### config.mk
export PLATFORM = sky130hd
export DESIGN_NAME = indexed_list_store
export DESIGN_NICKNAME = d
export VERILOG_FILES = /design/src/hw/rtl/ils_pkg.sv /design/src/hw/rtl/ils_ram.sv /design/src/hw/rtl/ils_datapath.sv /design/src/hw/rtl/ils_ctrl.sv /design/src/hw/rtl/indexed_list_store.sv
export SDC_FILE = /design/constraint.sdc
export NUM_CORES = 2
export LEC_CHECK = 0
export BUFFER_PORTS_ARGS = -buffer_cell sky130_fd_sc_hd__clkbuf_2
export CAP_MARGIN = 20
export CORE_MARGIN = 3
export CORE_UTILIZATION = 63
export CTS_CLUSTER_SIZE = 12
export DETAILED_ROUTE_END_ITERATION = 10
export GPL_TIMING_DRIVEN = 0
export PLACE_DENSITY = 0.79
export SLEW_MARGIN = 20
export SYNTH_ARGS = -nofsm -noshare
export SYNTH_HDL_FRONTEND = slang
export SYNTH_SLANG_ARGS = --single-unit
### constraint.sdc
create_clock -name aclk -period 5.2 [get_ports aclk]
set_input_delay 1.04 -clock aclk [delete_from_list [all_inputs] [get_ports aclk]]
set_output_delay 1.04 -clock aclk [all_outputs]
set_load 0.03 [all_outputs]
### src/hw/rtl/ils_pkg.sv
// Shared constants, codes and control types for the indexed list store.
package ils_pkg;

    localparam int CAPACITY_DEFAULT = 64;

    localparam int OP_W     = 3;
    localparam int POS_W    = 8;
    localparam int DATA_W   = 32;
    localparam int STATUS_W = 2;
    localparam int LEN_W    = 7;

    localparam logic [OP_W-1:0] OP_GET      = 3'd0;
    localparam logic [OP_W-1:0] OP_ADD_HEAD = 3'd1;
    localparam logic [OP_W-1:0] OP_ADD_TAIL = 3'd2;
    localparam logic [OP_W-1:0] OP_ADD_POS  = 3'd3;
    localparam logic [OP_W-1:0] OP_DELETE   = 3'd4;

    localparam logic [STATUS_W-1:0] ST_DONE  = 2'd0;
    localparam logic [STATUS_W-1:0] ST_RANGE = 2'd1;
    localparam logic [STATUS_W-1:0] ST_FULL  = 2'd2;

    typedef enum logic [1:0] {
        KIND_NONE = 2'd0,
        KIND_GET  = 2'd1,
        KIND_INS  = 2'd2,
        KIND_DEL  = 2'd3
    } kind_t;

    typedef struct packed {
        logic latch_in;
        logic eval;
        logic get_rd;
        logic get_cap;
        logic shift_wr;
        logic wr_value;
        logic cnt_dec;
        logic load_out;
    } cmd_t;

    typedef struct packed {
        kind_t dec_kind;
        logic  ins_run;
        logic  shift_more;
        logic  out_free;
    } sts_t;

endpackage

### src/hw/rtl/ils_ram.sv
// Generic single-write, single-read RAM with registered read data.
module ils_ram #(
    parameter int WIDTH = 32,
    parameter int DEPTH = 64
) (
    input  logic                     aclk,
    input  logic                     we,
    input  logic [$clog2(DEPTH)-1:0] waddr,
    input  logic [WIDTH-1:0]         wdata,
    input  logic [$clog2(DEPTH)-1:0] raddr,
    output logic [WIDTH-1:0]         rdata
);

    logic [WIDTH-1:0] mem_reg [DEPTH];
    logic [WIDTH-1:0] rd_data_reg;

    always_ff @(posedge aclk) begin
        if (we) begin
            mem_reg[waddr] <= wdata;
        end
        rd_data_reg <= mem_reg[raddr];
    end

    assign rdata = rd_data_reg;

endmodule

### src/hw/rtl/ils_datapath.sv
// Datapath: operation decode, entry count, shift index, entry RAM and result register.
module ils_datapath #(
    parameter int CAPACITY = ils_pkg::CAPACITY_DEFAULT
) (
    input  logic                                aclk,
    input  logic                                aresetn,
    input  logic [ils_pkg::OP_W-1:0]            s_operation,
    input  logic signed [ils_pkg::POS_W-1:0]    s_position,
    input  logic signed [ils_pkg::DATA_W-1:0]   s_value,
    input  logic                                m_ready,
    input  ils_pkg::cmd_t                       cmd,
    output ils_pkg::sts_t                       sts,
    output logic                                m_valid,
    output logic signed [ils_pkg::DATA_W-1:0]   m_read_value,
    output logic [ils_pkg::STATUS_W-1:0]        m_status,
    output logic [ils_pkg::LEN_W-1:0]           m_length
);

    localparam int CW    = $clog2(CAPACITY + 1);
    localparam int AW    = $clog2(CAPACITY);
    localparam int CMP_W = (CW > ils_pkg::POS_W - 1) ? CW : ils_pkg::POS_W - 1;

    logic [ils_pkg::OP_W-1:0]     op_reg;
    logic [ils_pkg::POS_W-1:0]    pos_reg;
    logic [ils_pkg::DATA_W-1:0]   value_reg;
    logic [CW-1:0]                count_reg, count_next;
    ils_pkg::kind_t               kind_reg;
    logic [CW-1:0]                slot_reg;
    logic [CW-1:0]                idx_reg, idx_next;
    logic [ils_pkg::STATUS_W-1:0] status_reg;
    logic [ils_pkg::DATA_W-1:0]   rv_reg;
    logic                         out_valid_reg, out_valid_next;
    logic [ils_pkg::DATA_W-1:0]   out_rv_reg;
    logic [ils_pkg::STATUS_W-1:0] out_status_reg;
    logic [ils_pkg::LEN_W-1:0]    out_len_reg;

    // decode
    logic [CMP_W-1:0]             pos_c, cnt_c;
    logic                         pos_neg, in_range, beyond, full;
    logic [CW-1:0]                pos_slot;
    ils_pkg::kind_t               dec_kind;
    logic [CW-1:0]                dec_slot;
    logic [ils_pkg::STATUS_W-1:0] dec_status;
    logic [ils_pkg::DATA_W-1:0]   dec_rv;

    // shift control
    logic [CW:0]                  idx_inc;
    logic [CW-1:0]                src_idx;
    logic                         shift_more;

    // RAM
    logic                         ram_we;
    logic [AW-1:0]                ram_waddr, ram_raddr;
    logic [ils_pkg::DATA_W-1:0]   ram_wdata, ram_rdata;
    logic [CW+ils_pkg::LEN_W-1:0] len_ext;

    assign pos_c    = CMP_W'(pos_reg[ils_pkg::POS_W-2:0]);
    assign cnt_c    = CMP_W'(count_reg);
    assign pos_neg  = pos_reg[ils_pkg::POS_W-1];
    assign in_range = !pos_neg && (pos_c < cnt_c);
    assign beyond   = !pos_neg && (pos_c > cnt_c);
    assign full     = (count_reg == CW'(CAPACITY));
    assign pos_slot = pos_neg ? '0 : CW'(pos_reg[ils_pkg::POS_W-2:0]);

    always_comb begin
        dec_kind   = ils_pkg::KIND_NONE;
        dec_slot   = pos_slot;
        dec_status = ils_pkg::ST_DONE;
        dec_rv     = '0;
        unique case (op_reg)
            ils_pkg::OP_GET: begin
                if (in_range) begin
                    dec_kind = ils_pkg::KIND_GET;
                end else begin
                    dec_status = ils_pkg::ST_RANGE;
                    dec_rv     = '1;
                end
            end
            ils_pkg::OP_ADD_HEAD, ils_pkg::OP_ADD_TAIL, ils_pkg::OP_ADD_POS: begin
                if (op_reg == ils_pkg::OP_ADD_HEAD) begin
                    dec_slot = '0;
                end else if (op_reg == ils_pkg::OP_ADD_TAIL) begin
                    dec_slot = count_reg;
                end
                // range check on a positional add wins over the full check
                if (op_reg == ils_pkg::OP_ADD_POS && beyond) begin
                    dec_status = ils_pkg::ST_RANGE;
                end else if (full) begin
                    dec_status = ils_pkg::ST_FULL;
                end else begin
                    dec_kind = ils_pkg::KIND_INS;
                end
            end
            ils_pkg::OP_DELETE: begin
                if (in_range) begin
                    dec_kind = ils_pkg::KIND_DEL;
                end else begin
                    dec_status = ils_pkg::ST_RANGE;
                end
            end
            default: begin
                dec_kind = ils_pkg::KIND_NONE;
            end
        endcase
    end

    // insert walks the destination down from the tail, delete walks it up from the hole
    assign idx_inc    = {1'b0, idx_reg} + (CW+1)'(1);
    assign src_idx    = (kind_reg == ils_pkg::KIND_INS) ? idx_reg - CW'(1) : idx_inc[CW-1:0];
    assign shift_more = (kind_reg == ils_pkg::KIND_INS) ? (idx_reg != slot_reg)
                                                         : (idx_inc < {1'b0, count_reg});

    always_comb begin
        idx_next = idx_reg;
        if (cmd.eval) begin
            idx_next = (dec_kind == ils_pkg::KIND_INS) ? count_reg : dec_slot;
        end else if (cmd.shift_wr) begin
            idx_next = (kind_reg == ils_pkg::KIND_INS) ? src_idx : idx_inc[CW-1:0];
        end
    end

    always_comb begin
        count_next = count_reg;
        if (cmd.wr_value) begin
            count_next = count_reg + CW'(1);
        end else if (cmd.cnt_dec) begin
            count_next = count_reg - CW'(1);
        end
    end

    always_comb begin
        out_valid_next = out_valid_reg;
        if (cmd.load_out) begin
            out_valid_next = 1'b1;
        end else if (m_ready) begin
            out_valid_next = 1'b0;
        end
    end

    assign ram_we    = cmd.shift_wr || cmd.wr_value;
    assign ram_waddr = idx_reg[AW-1:0];
    assign ram_wdata = cmd.wr_value ? value_reg : ram_rdata;
    assign ram_raddr = cmd.get_rd ? slot_reg[AW-1:0] : src_idx[AW-1:0];
    assign len_ext   = {{ils_pkg::LEN_W{1'b0}}, count_reg};

    ils_ram #(
        .WIDTH (ils_pkg::DATA_W),
        .DEPTH (CAPACITY)
    ) u_entries (
        .aclk  (aclk),
        .we    (ram_we),
        .waddr (ram_waddr),
        .wdata (ram_wdata),
        .raddr (ram_raddr),
        .rdata (ram_rdata)
    );

    always_ff @(posedge aclk) begin
        if (!aresetn) begin
            count_reg     <= '0;
            out_valid_reg <= 1'b0;
            kind_reg      <= ils_pkg::KIND_NONE;
        end else begin
            count_reg     <= count_next;
            out_valid_reg <= out_valid_next;
            if (cmd.eval) begin
                kind_reg <= dec_kind;
            end
        end
    end

    always_ff @(posedge aclk) begin
        idx_reg <= idx_next;
        if (cmd.latch_in) begin
            op_reg    <= s_operation;
            pos_reg   <= s_position;
            value_reg <= s_value;
        end
        if (cmd.eval) begin
            slot_reg   <= dec_slot;
            status_reg <= dec_status;
            rv_reg     <= dec_rv;
        end else if (cmd.get_cap) begin
            rv_reg <= ram_rdata;
        end
        if (cmd.load_out) begin
            out_rv_reg     <= rv_reg;
            out_status_reg <= status_reg;
            out_len_reg    <= len_ext[ils_pkg::LEN_W-1:0];
        end
    end

    assign sts.dec_kind   = dec_kind;
    assign sts.ins_run    = (kind_reg == ils_pkg::KIND_INS);
    assign sts.shift_more = shift_more;
    assign sts.out_free   = !out_valid_reg || m_ready;

    assign m_valid      = out_valid_reg;
    assign m_read_value = out_rv_reg;
    assign m_status     = out_status_reg;
    assign m_length     = out_len_reg;

`ifndef SYNTHESIS
    a_count_bound: assert property (@(posedge aclk) disable iff (!aresetn)
        count_reg <= CW'(CAPACITY))
        else $error("entry count above capacity");

    a_load_free: assert property (@(posedge aclk) disable iff (!aresetn)
        cmd.load_out |-> (!out_valid_reg || m_ready))
        else $error("result register overwritten while still pending");

    a_insert_count: assert property (@(posedge aclk) disable iff (!aresetn)
        cmd.wr_value |=> (count_reg == $past(count_reg) + CW'(1)))
        else $error("insert did not advance the entry count by one");

    a_write_addr: assert property (@(posedge aclk) disable iff (!aresetn)
        (cmd.shift_wr || cmd.wr_value) |-> (idx_reg < CW'(CAPACITY)))
        else $error("entry write outside the store");
`endif

endmodule

### src/hw/rtl/ils_ctrl.sv
// Controller: sequences accept, decode, get read, shift walk, insert write and result load.
module ils_ctrl (
    input  logic          aclk,
    input  logic          aresetn,
    input  logic          s_valid,
    output logic          s_ready,
    input  ils_pkg::sts_t sts,
    output ils_pkg::cmd_t cmd
);

    typedef enum logic [7:0] {
        ST_IDLE     = 8'b0000_0001,
        ST_EVAL     = 8'b0000_0010,
        ST_GET_RD   = 8'b0000_0100,
        ST_GET_CAP  = 8'b0000_1000,
        ST_LOOP     = 8'b0001_0000,
        ST_SHIFT_WR = 8'b0010_0000,
        ST_WRITE    = 8'b0100_0000,
        ST_FINISH   = 8'b1000_0000
    } state_t;

    state_t state_reg, state_next;

    always_comb begin
        state_next = state_reg;
        cmd        = '0;
        s_ready    = 1'b0;
        unique case (state_reg)
            ST_IDLE: begin
                s_ready      = 1'b1;
                cmd.latch_in = s_valid;
                if (s_valid) begin
                    state_next = ST_EVAL;
                end
            end
            ST_EVAL: begin
                cmd.eval = 1'b1;
                unique case (sts.dec_kind)
                    ils_pkg::KIND_GET: state_next = ST_GET_RD;
                    ils_pkg::KIND_INS: state_next = ST_LOOP;
                    ils_pkg::KIND_DEL: state_next = ST_LOOP;
                    default:           state_next = ST_FINISH;
                endcase
            end
            ST_GET_RD: begin
                cmd.get_rd = 1'b1;
                state_next = ST_GET_CAP;
            end
            ST_GET_CAP: begin
                cmd.get_cap = 1'b1;
                state_next  = ST_FINISH;
            end
            ST_LOOP: begin
                // source entry read is issued here; move it next cycle
                if (sts.shift_more) begin
                    state_next = ST_SHIFT_WR;
                end else if (sts.ins_run) begin
                    state_next = ST_WRITE;
                end else begin
                    cmd.cnt_dec = 1'b1;
                    state_next  = ST_FINISH;
                end
            end
            ST_SHIFT_WR: begin
                cmd.shift_wr = 1'b1;
                state_next   = ST_LOOP;
            end
            ST_WRITE: begin
                cmd.wr_value = 1'b1;
                state_next   = ST_FINISH;
            end
            ST_FINISH: begin
                // hold until the result register is free
                if (sts.out_free) begin
                    cmd.load_out = 1'b1;
                    state_next   = ST_IDLE;
                end
            end
            default: begin
                state_next = ST_IDLE;
            end
        endcase
    end

    always_ff @(posedge aclk) begin
        if (!aresetn) begin
            state_reg <= ST_IDLE;
        end else begin
            state_reg <= state_next;
        end
    end

endmodule

### src/hw/rtl/indexed_list_store.sv
// Top level of the indexed list store: controller, datapath and handshake ports.
// An insert or a delete moves N entries (up to CAPACITY-1) one at a time, a get reads one entry,
// and a rejected transaction or a no-op goes straight from decode to the result load.
// Throughput: one transaction at a time; the next is accepted in the cycle after the result is
// loaded, and the load waits while the previous result is still pending on m_ready.
// Reset: synchronous active-low aresetn empties the list; the entry RAM is not cleared.
module indexed_list_store #(
    parameter int CAPACITY = ils_pkg::CAPACITY_DEFAULT
) (
    input  logic                              aclk,
    input  logic                              aresetn,
    input  logic                              s_valid,
    output logic                              s_ready,
    input  logic [ils_pkg::OP_W-1:0]          s_operation,
    input  logic signed [ils_pkg::POS_W-1:0]  s_position,
    input  logic signed [ils_pkg::DATA_W-1:0] s_value,
    output logic                              m_valid,
    input  logic                              m_ready,
    output logic signed [ils_pkg::DATA_W-1:0] m_read_value,
    output logic [ils_pkg::STATUS_W-1:0]      m_status,
    output logic [ils_pkg::LEN_W-1:0]         m_length
);

    ils_pkg::cmd_t cmd;
    ils_pkg::sts_t sts;

    ils_ctrl u_ctrl (
        .aclk    (aclk),
        .aresetn (aresetn),
        .s_valid (s_valid),
        .s_ready (s_ready),
        .sts     (sts),
        .cmd     (cmd)
    );

    ils_datapath #(
        .CAPACITY (CAPACITY)
    ) u_datapath (
        .aclk         (aclk),
        .aresetn      (aresetn),
        .s_operation  (s_operation),
        .s_position   (s_position),
        .s_value      (s_value),
        .m_ready      (m_ready),
        .cmd          (cmd),
        .sts          (sts),
        .m_valid      (m_valid),
        .m_read_value (m_read_value),
        .m_status     (m_status),
        .m_length     (m_length)
    );

endmodule
# Yosys cells after proc, flatten, opt, wreduce, memory -nomap -nowiden
# Memories as Yosys holds them, arrays and structs flattened. A register that Yosys moved wholly into a read port is not among the register bits.
# Cells that the tools add are included.
# classes
n_eq_ne	20
muxes	49
reduce_logical	17
order_cmp	3
addsub	4
# op_table
cell	n
$mux W32	5
$mux W7	11
$pmux W8 S7	1
$mux W8	4
$mux W1	19
$pmux W8 S2	1
$sub A7 B1 Y7 const B	2
$mux W2	5
$add A7 B1 Y8 const B	1
$eq A8 B1 Y1 const B	1
$eq A8 B2 Y1 const B	1
$eq A8 B3 Y1 const B	1
$eq A8 B4 Y1 const B	1
$eq A8 B5 Y1 const B	1
$eq A8 B6 Y1 const B	1
$eq A8 B7 Y1 const B	1
$eq A8 B8 Y1 const B	1
$lt A8 B7 Y1	1
$reduce_bool A2 Y1	4
$add A7 B1 Y7 const B	1
$eq A7 B7 Y1 const B	1
$gt A7 B7 Y1	1
$lt A7 B7 Y1	1
$ne A7 B7 Y1	1
other kinds (16)	26
# totals
output_inout_bits	43
word_cells	108
mem_bits_rw	2048
in_bits	47
n_memories	1
reg_bits	150
# memory_table
memory	words	width	rd	rd_ports_with_merged_regs	wr	line	text
u_datapath.u_entries.mem_reg	64	32	1	1	1	ils_ram.sv:14	logic [WIDTH-1:0] mem_reg [DEPTH];

# Depth between registers and ports, before layout
# depth
word_depth	9
depth_mapped	13
depth_no_buf	12

# Modules after synthesis
# From an unflattened synthesis, not the netlist that was laid out.
# unflattened
cells_unflattened	3902
hier_area_um2	85391.9
# modules_own_cells
module	n_inst	cells_per_inst	area_each_um2	seq_area_each_um2
ils_ram	1	3324	78515.3	62139.6
ils_datapath	1	526	6378.6	4164.0
ils_ctrl	1	52	498.0	160.2

# Least setup slack after synthesis
# Ideal clock, no wire load.
# synth_timing
path_kind	register to register
from	register u_ctrl.state_reg[2]
to	register u_datapath.out_len_reg, in the netlist u_datapath.m_length[0] (enable)
t_required_ns	4.756
path_stages_with_launch	5
slack_ns	1.513
synth_period_minus_slack_ns	3.687
setup_ns	0.444
n_path_buf	0
t_arrival_ns	3.243
path_cell_list	dfxtp_1 nor4_1 nand2b_1 or4b_2 nor2b_1
# synth_rtl
item	line	text
from (decl)	ils_ctrl.sv:22	state_t state_reg, state_next;
from (signal assigned)	ils_ctrl.sv:89	state_reg <= state_next;
to (signal assigned)	ils_datapath.sv:189	out_len_reg <= len_ext[ils_pkg::LEN_W-1:0];
to (decl)	ils_datapath.sv:35	logic [ils_pkg::LEN_W-1:0] out_len_reg;

# Final worst setup path
# layout_timing
from	register u_datapath.idx_reg[1]
to	register u_datapath.u_entries.rd_data_reg[7], in the netlist u_datapath.u_entries.rdata[7] (read register of u_datapath.u_entries.mem_reg)
# layout_via
elab_chain_cells	3
word_cells_on_any_way	4
cone_classes	2 x add/sub; 2 x mux
# layout_rtl
item	line	text
from (decl)	ils_datapath.sv:29	logic [CW-1:0] idx_reg, idx_next;
from (signal assigned)	ils_datapath.sv:173	idx_reg <= idx_next;
$add A7 B1 Y8 or $sub A7 B1 Y7 (tied branches)	ils_datapath.sv:108, ils_datapath.sv:109	
$mux W7 *	ils_datapath.sv:109	assign src_idx = (kind_reg == ils_pkg::KIND_INS) ? idx_reg - CW'(1) : idx_inc[CW-1:0];
$mux W6 *	ils_datapath.sv:143	assign ram_raddr = cmd.get_rd ? slot_reg[AW-1:0] : src_idx[AW-1:0];
to (decl)	ils_ram.sv:15	logic [WIDTH-1:0] rd_data_reg;
# Every way passes the cells marked *; elsewhere a longest branch is shown, timed or not.
# A chain may end at the register's enable or synchronous reset.

==> key figures <==
Status
  – Outcome: finished with violations
  – Violated checks: setup timing

Synthesis
  – Yosys Warn Count: 0
  – Synth Register Bits: around 2,200
  – Post-synthesis cell type count: 65
  – Syn_nets: approximately 5,500
  – EDFF count, synth: between 2,000 and 2,500
  – Ys flop type: edfxtp_1
  – Largest family of logic cells by synthesized area: simple AND/OR/NAND/NOR gates
  – Mapped Area: ~86,000 µm²
  – Mean Syn Cell Area: around 16 µm²
  – Compound-Gate Fraction of Synth Area: 6.91%
  – Synth Area in Adders: less than 1%
  – Synth top area share: between 70 and 80%
  – Post-synth ARST share: 0%
  – Mapped Cells: about 5,400
  – Post-Synth Simple-Gate Area: under 10%
  – Sequential share of the synthesized area: ~77%
  – Synth top area cells: edfxtp_1 76%, mux2i_1 6.1%, a32oi_1 5.2%
  – Largest area contributor in the netlist: edfxtp_1
  – Synth Area in XOR/XNOR: less than 1%
  – Multiplexer share of the synthesized area: under 10%

Critical path
  – Crit path kind: register to register
  – Crit path launch type: register
  – Critical Path RT: ~5700 ps
  – Worst Setup End Kind: register
  – CP max FO: 19
  – CP arrival: ~6000 ps

Timing
  – Worst Slack Setup Final: -200 ps
  – RSZ-0062 raised after global routing: no
  – Slew @ Worst Pin: ~1200 ps
  – Max Slew Vio Count: 0
  – Hold Fails Final Rpt: 0
  – Final hold slack: around 360 ps
  – Clock skew: a little over 40 ps
  – Max_slew headroom: around 18%
  – Fmax: around 190 MHz
  – Setup total negative slack: -707 ps
  – Final Critical Period: 5400 ps
  – Period utilization: 104%
  – Final Setup Violations: 12

Placement
  – Number of buffers added on ports: 89
  – Cells after DPL: 7,367
  – Pre-CTS setup slack: 124 ps
  – DP Area: 92,100 µm²
  – Dpl hpwl: approximately 180,000 µm
  – Routability cong.: between 1 and 1.5

Drt
  – Wire length on met1: roughly 87,000 µm
  – Final routed DRC violation total: 0
  – Wire length on met3: about 42,000 µm
  – Wire length on met2: 120,000 µm
  – Wire length per cell: ~35 µm
  – Via count: around 55,000
  – Via density: slightly above 7
  – Total Wirelength: 271,000 µm
  – DR top layer: met5
  – Initial DRC count: just under 10,000
  – First-pass DRT Iterations: 10
  – Antenna-violating nets left: 0

Floorplanning
  – Number of cell rows: ~140
  – Die area: 141,000 µm²
  – Die H: 376 µm
  – Area of the core: ~140,000 µm²
  – Initial Util: between 60% and 70%
  – Chip Width: 376 µm
  – Num ports: 90

Clock tree
  – H-tree Lvls: 4
  – Clock Latency Late Sink: about 860 ps
  – CTS clk-pin slew, worst paths: roughly 60 ps
  – CTS tree: done
  – Post-cts repair resize count: 0
  – Clock tree buffer depth: 3
  – CTS Hold Bufs: 0
  – Root buffer cell: clkbuf_16
  – CTS Buf Count: between 200 and 250
  – Post-CTS Repair Setup Buffers: 0
  – Sinks on Clock Net: 2,230

Power and ir drop
  – Cell leakage power: around 34 nW
  – Peak VDD IR: 0.000392 V
  – Power per standard cell area: roughly 360 nW/µm²

GRT
  – Vias in the first global route: between 50,000 and 60,000
  – GRT Resource Usage Total: 38.1%
  – GRT overflow: 0
  – Largest net degree at the start of global routing: between 60 and 70
  – First-pass GRT wire length: around 380,000 µm
  – Initial antenna violation count: 23

Job
  – Max_cap viols: 0

Final layout
  – Ratio of cells with drive above 1 in the final layout: 13.4%
  – Non-Filler Instances: 7,727
  – Layout net count: slightly below 6,000
  – Area delta synth->final: 14.1%
  – Cell area after layout: around 98,000 µm²
  – Number of flip-flops in the largest register: roughly 2,000

Min path
  – Hold crit path type: input port to register
==> synth_stat cells (5+ instances only) <==
| master | count |
|---|---|
| dfxtp_1 | 50 |
| nand3_1 | 12 |
| edfxtp_1 | 2180 |
| inv_1 | 15 |
| mux2i_1 | 527 |
| buf_1 | 12 |
| buf_6 | 15 |
| nor3_1 | 12 |
| xnor2_1 | 18 |
| a21o_1 | 38 |
| buf_2 | 167 |
| a21oi_1 | 21 |
| ha_1 | 20 |
| nand2_1 | 1149 |
| xor2_1 | 8 |
| nor2b_1 | 5 |
| nand4_1 | 37 |
| buf_4 | 29 |
| nor2_1 | 97 |
| nand3b_1 | 6 |
| clkbuf_1 | 118 |
| o21ai_0 | 5 |
| and3_1 | 132 |
| o22ai_1 | 7 |
| a31oi_1 | 130 |
| a32oi_1 | 510 |
==> critical path: stages (launching register included) <==
cell	delay, ps
edfxtp_1	360
buf_2	230
inv_1	100
ha_1	330
xnor2_1	320
nand2_1	160
o21ai_2	520
buf_4	560
buf_6	390
clkbuf_1	500
a32oi_1	120
a31oi_1	850
nand4_1	590
==> through the flow <==
| step | util (%) | total power [mW] |
|---|---|---|
| 2_1_floorplan | - | 21.0 |
| 3_3_place_gp | 65.6 | 21.7 |
| 3_5_place_dp | 67.9 | 21.8 |
| 4_1_cts | 72.5 | 35.7 |
| 5_1_grt | 72.6 | 36.4 |
| 6_report | 72.6 | 35.8 |
==> final cells by class <==
| class | instances | area, µm² |
|---|---|---|
| diodes | 16 | 40.0 |
| plain buffers | 340 | 1710 |
| clock buffers | 300 | 5890 |
| clock inverters | 44 | 350 |
| fillers | 7742 | 37200 |
| inverters | 16 | 60.1 |
| multi-input cells | 2800 | 18800 |
| flip-flops and latches | 2230 | 66500 |
| well taps | 1781 | 2230 |
| repair buffers | 200 | 2900 |
==> logic make-up (layout without fill, tap and decap cells) <==
group	Yosys count	after routing
flip-flops	2230	2230
AND/OR/NAND/NOR	1485	1485
AO/OA/AOI/OAI	738	738
multiplexers	530	530
buffers and inverters	357	900
XOR/XNOR	26	26
adder cells (fa/ha/maj)	21	21
other	0	16
==> layout by cell type, fill, tap and decap left out, types with 5 or more instances in the layout <==
cell,synthesis,final
ha_1,20,20
o22ai_1,7,7
buf_16,0,40
buf_4,29,33
o21ai_0,5,5
nand3b_1,6,6
clkbuf_1,118,188
buf_12,0,64
nand4_1,37,37
clkinv_1,1,20
xnor2_1,18,18
clkinv_2,0,12
buf_6,15,16
nor2_1,97,33
nand2_4,0,32
dfxtp_1,50,50
nor2_4,0,64
and3_1,132,132
buf_1,12,12
nand3_1,12,9
mux2i_1,527,527
nand2_1,1149,1114
clkbuf_16,0,220
xor2_1,8,8
clkbuf_8,0,8
buf_2,167,166
edfxtp_1,2180,2180
nor3_1,12,11
a31oi_1,130,127
a21oi_1,21,21
clkbuf_2,0,90
a32oi_1,510,510
a21o_1,38,38
diode_2,0,16
inv_1,15,15
==> path summary, 6_finish.rpt <==
kind | start | end | slack, ps | cells after the start
worst max register to register | u_datapath.idx_reg[1] | u_datapath.u_entries.rdata[7] | -200 | 12
worst min-delay path | s_operation[1] | u_datapath.op_reg[1] | 360 | 1
worst min register to register | u_datapath.rv_reg[3] | u_datapath.m_read_value[3] | 410 | 0
worst max-delay path | u_datapath.idx_reg[1] | u_datapath.u_entries.rdata[7] | -200 | 12
==> power by group <==
| group | internal, mW | switching [mW] |
|---|---|---|
| Clock | 7.81 | 6.48 |
| Combinational | 0.330 | 1.19 |
| Sequential | 19.9 | 0.0356 |
| Total | 28.1 | 7.71 |
==> layer usage <==
layer | track usage (%) | vias to the layer above
met5 | 0 | -
met1 | 48.1 | 26900
met2 | 56.8 | 4946
li1 | - | 21900
met4 | 25.6 | 8
met3 | 12.5 | 896
(Power assumes the default switching activity.)
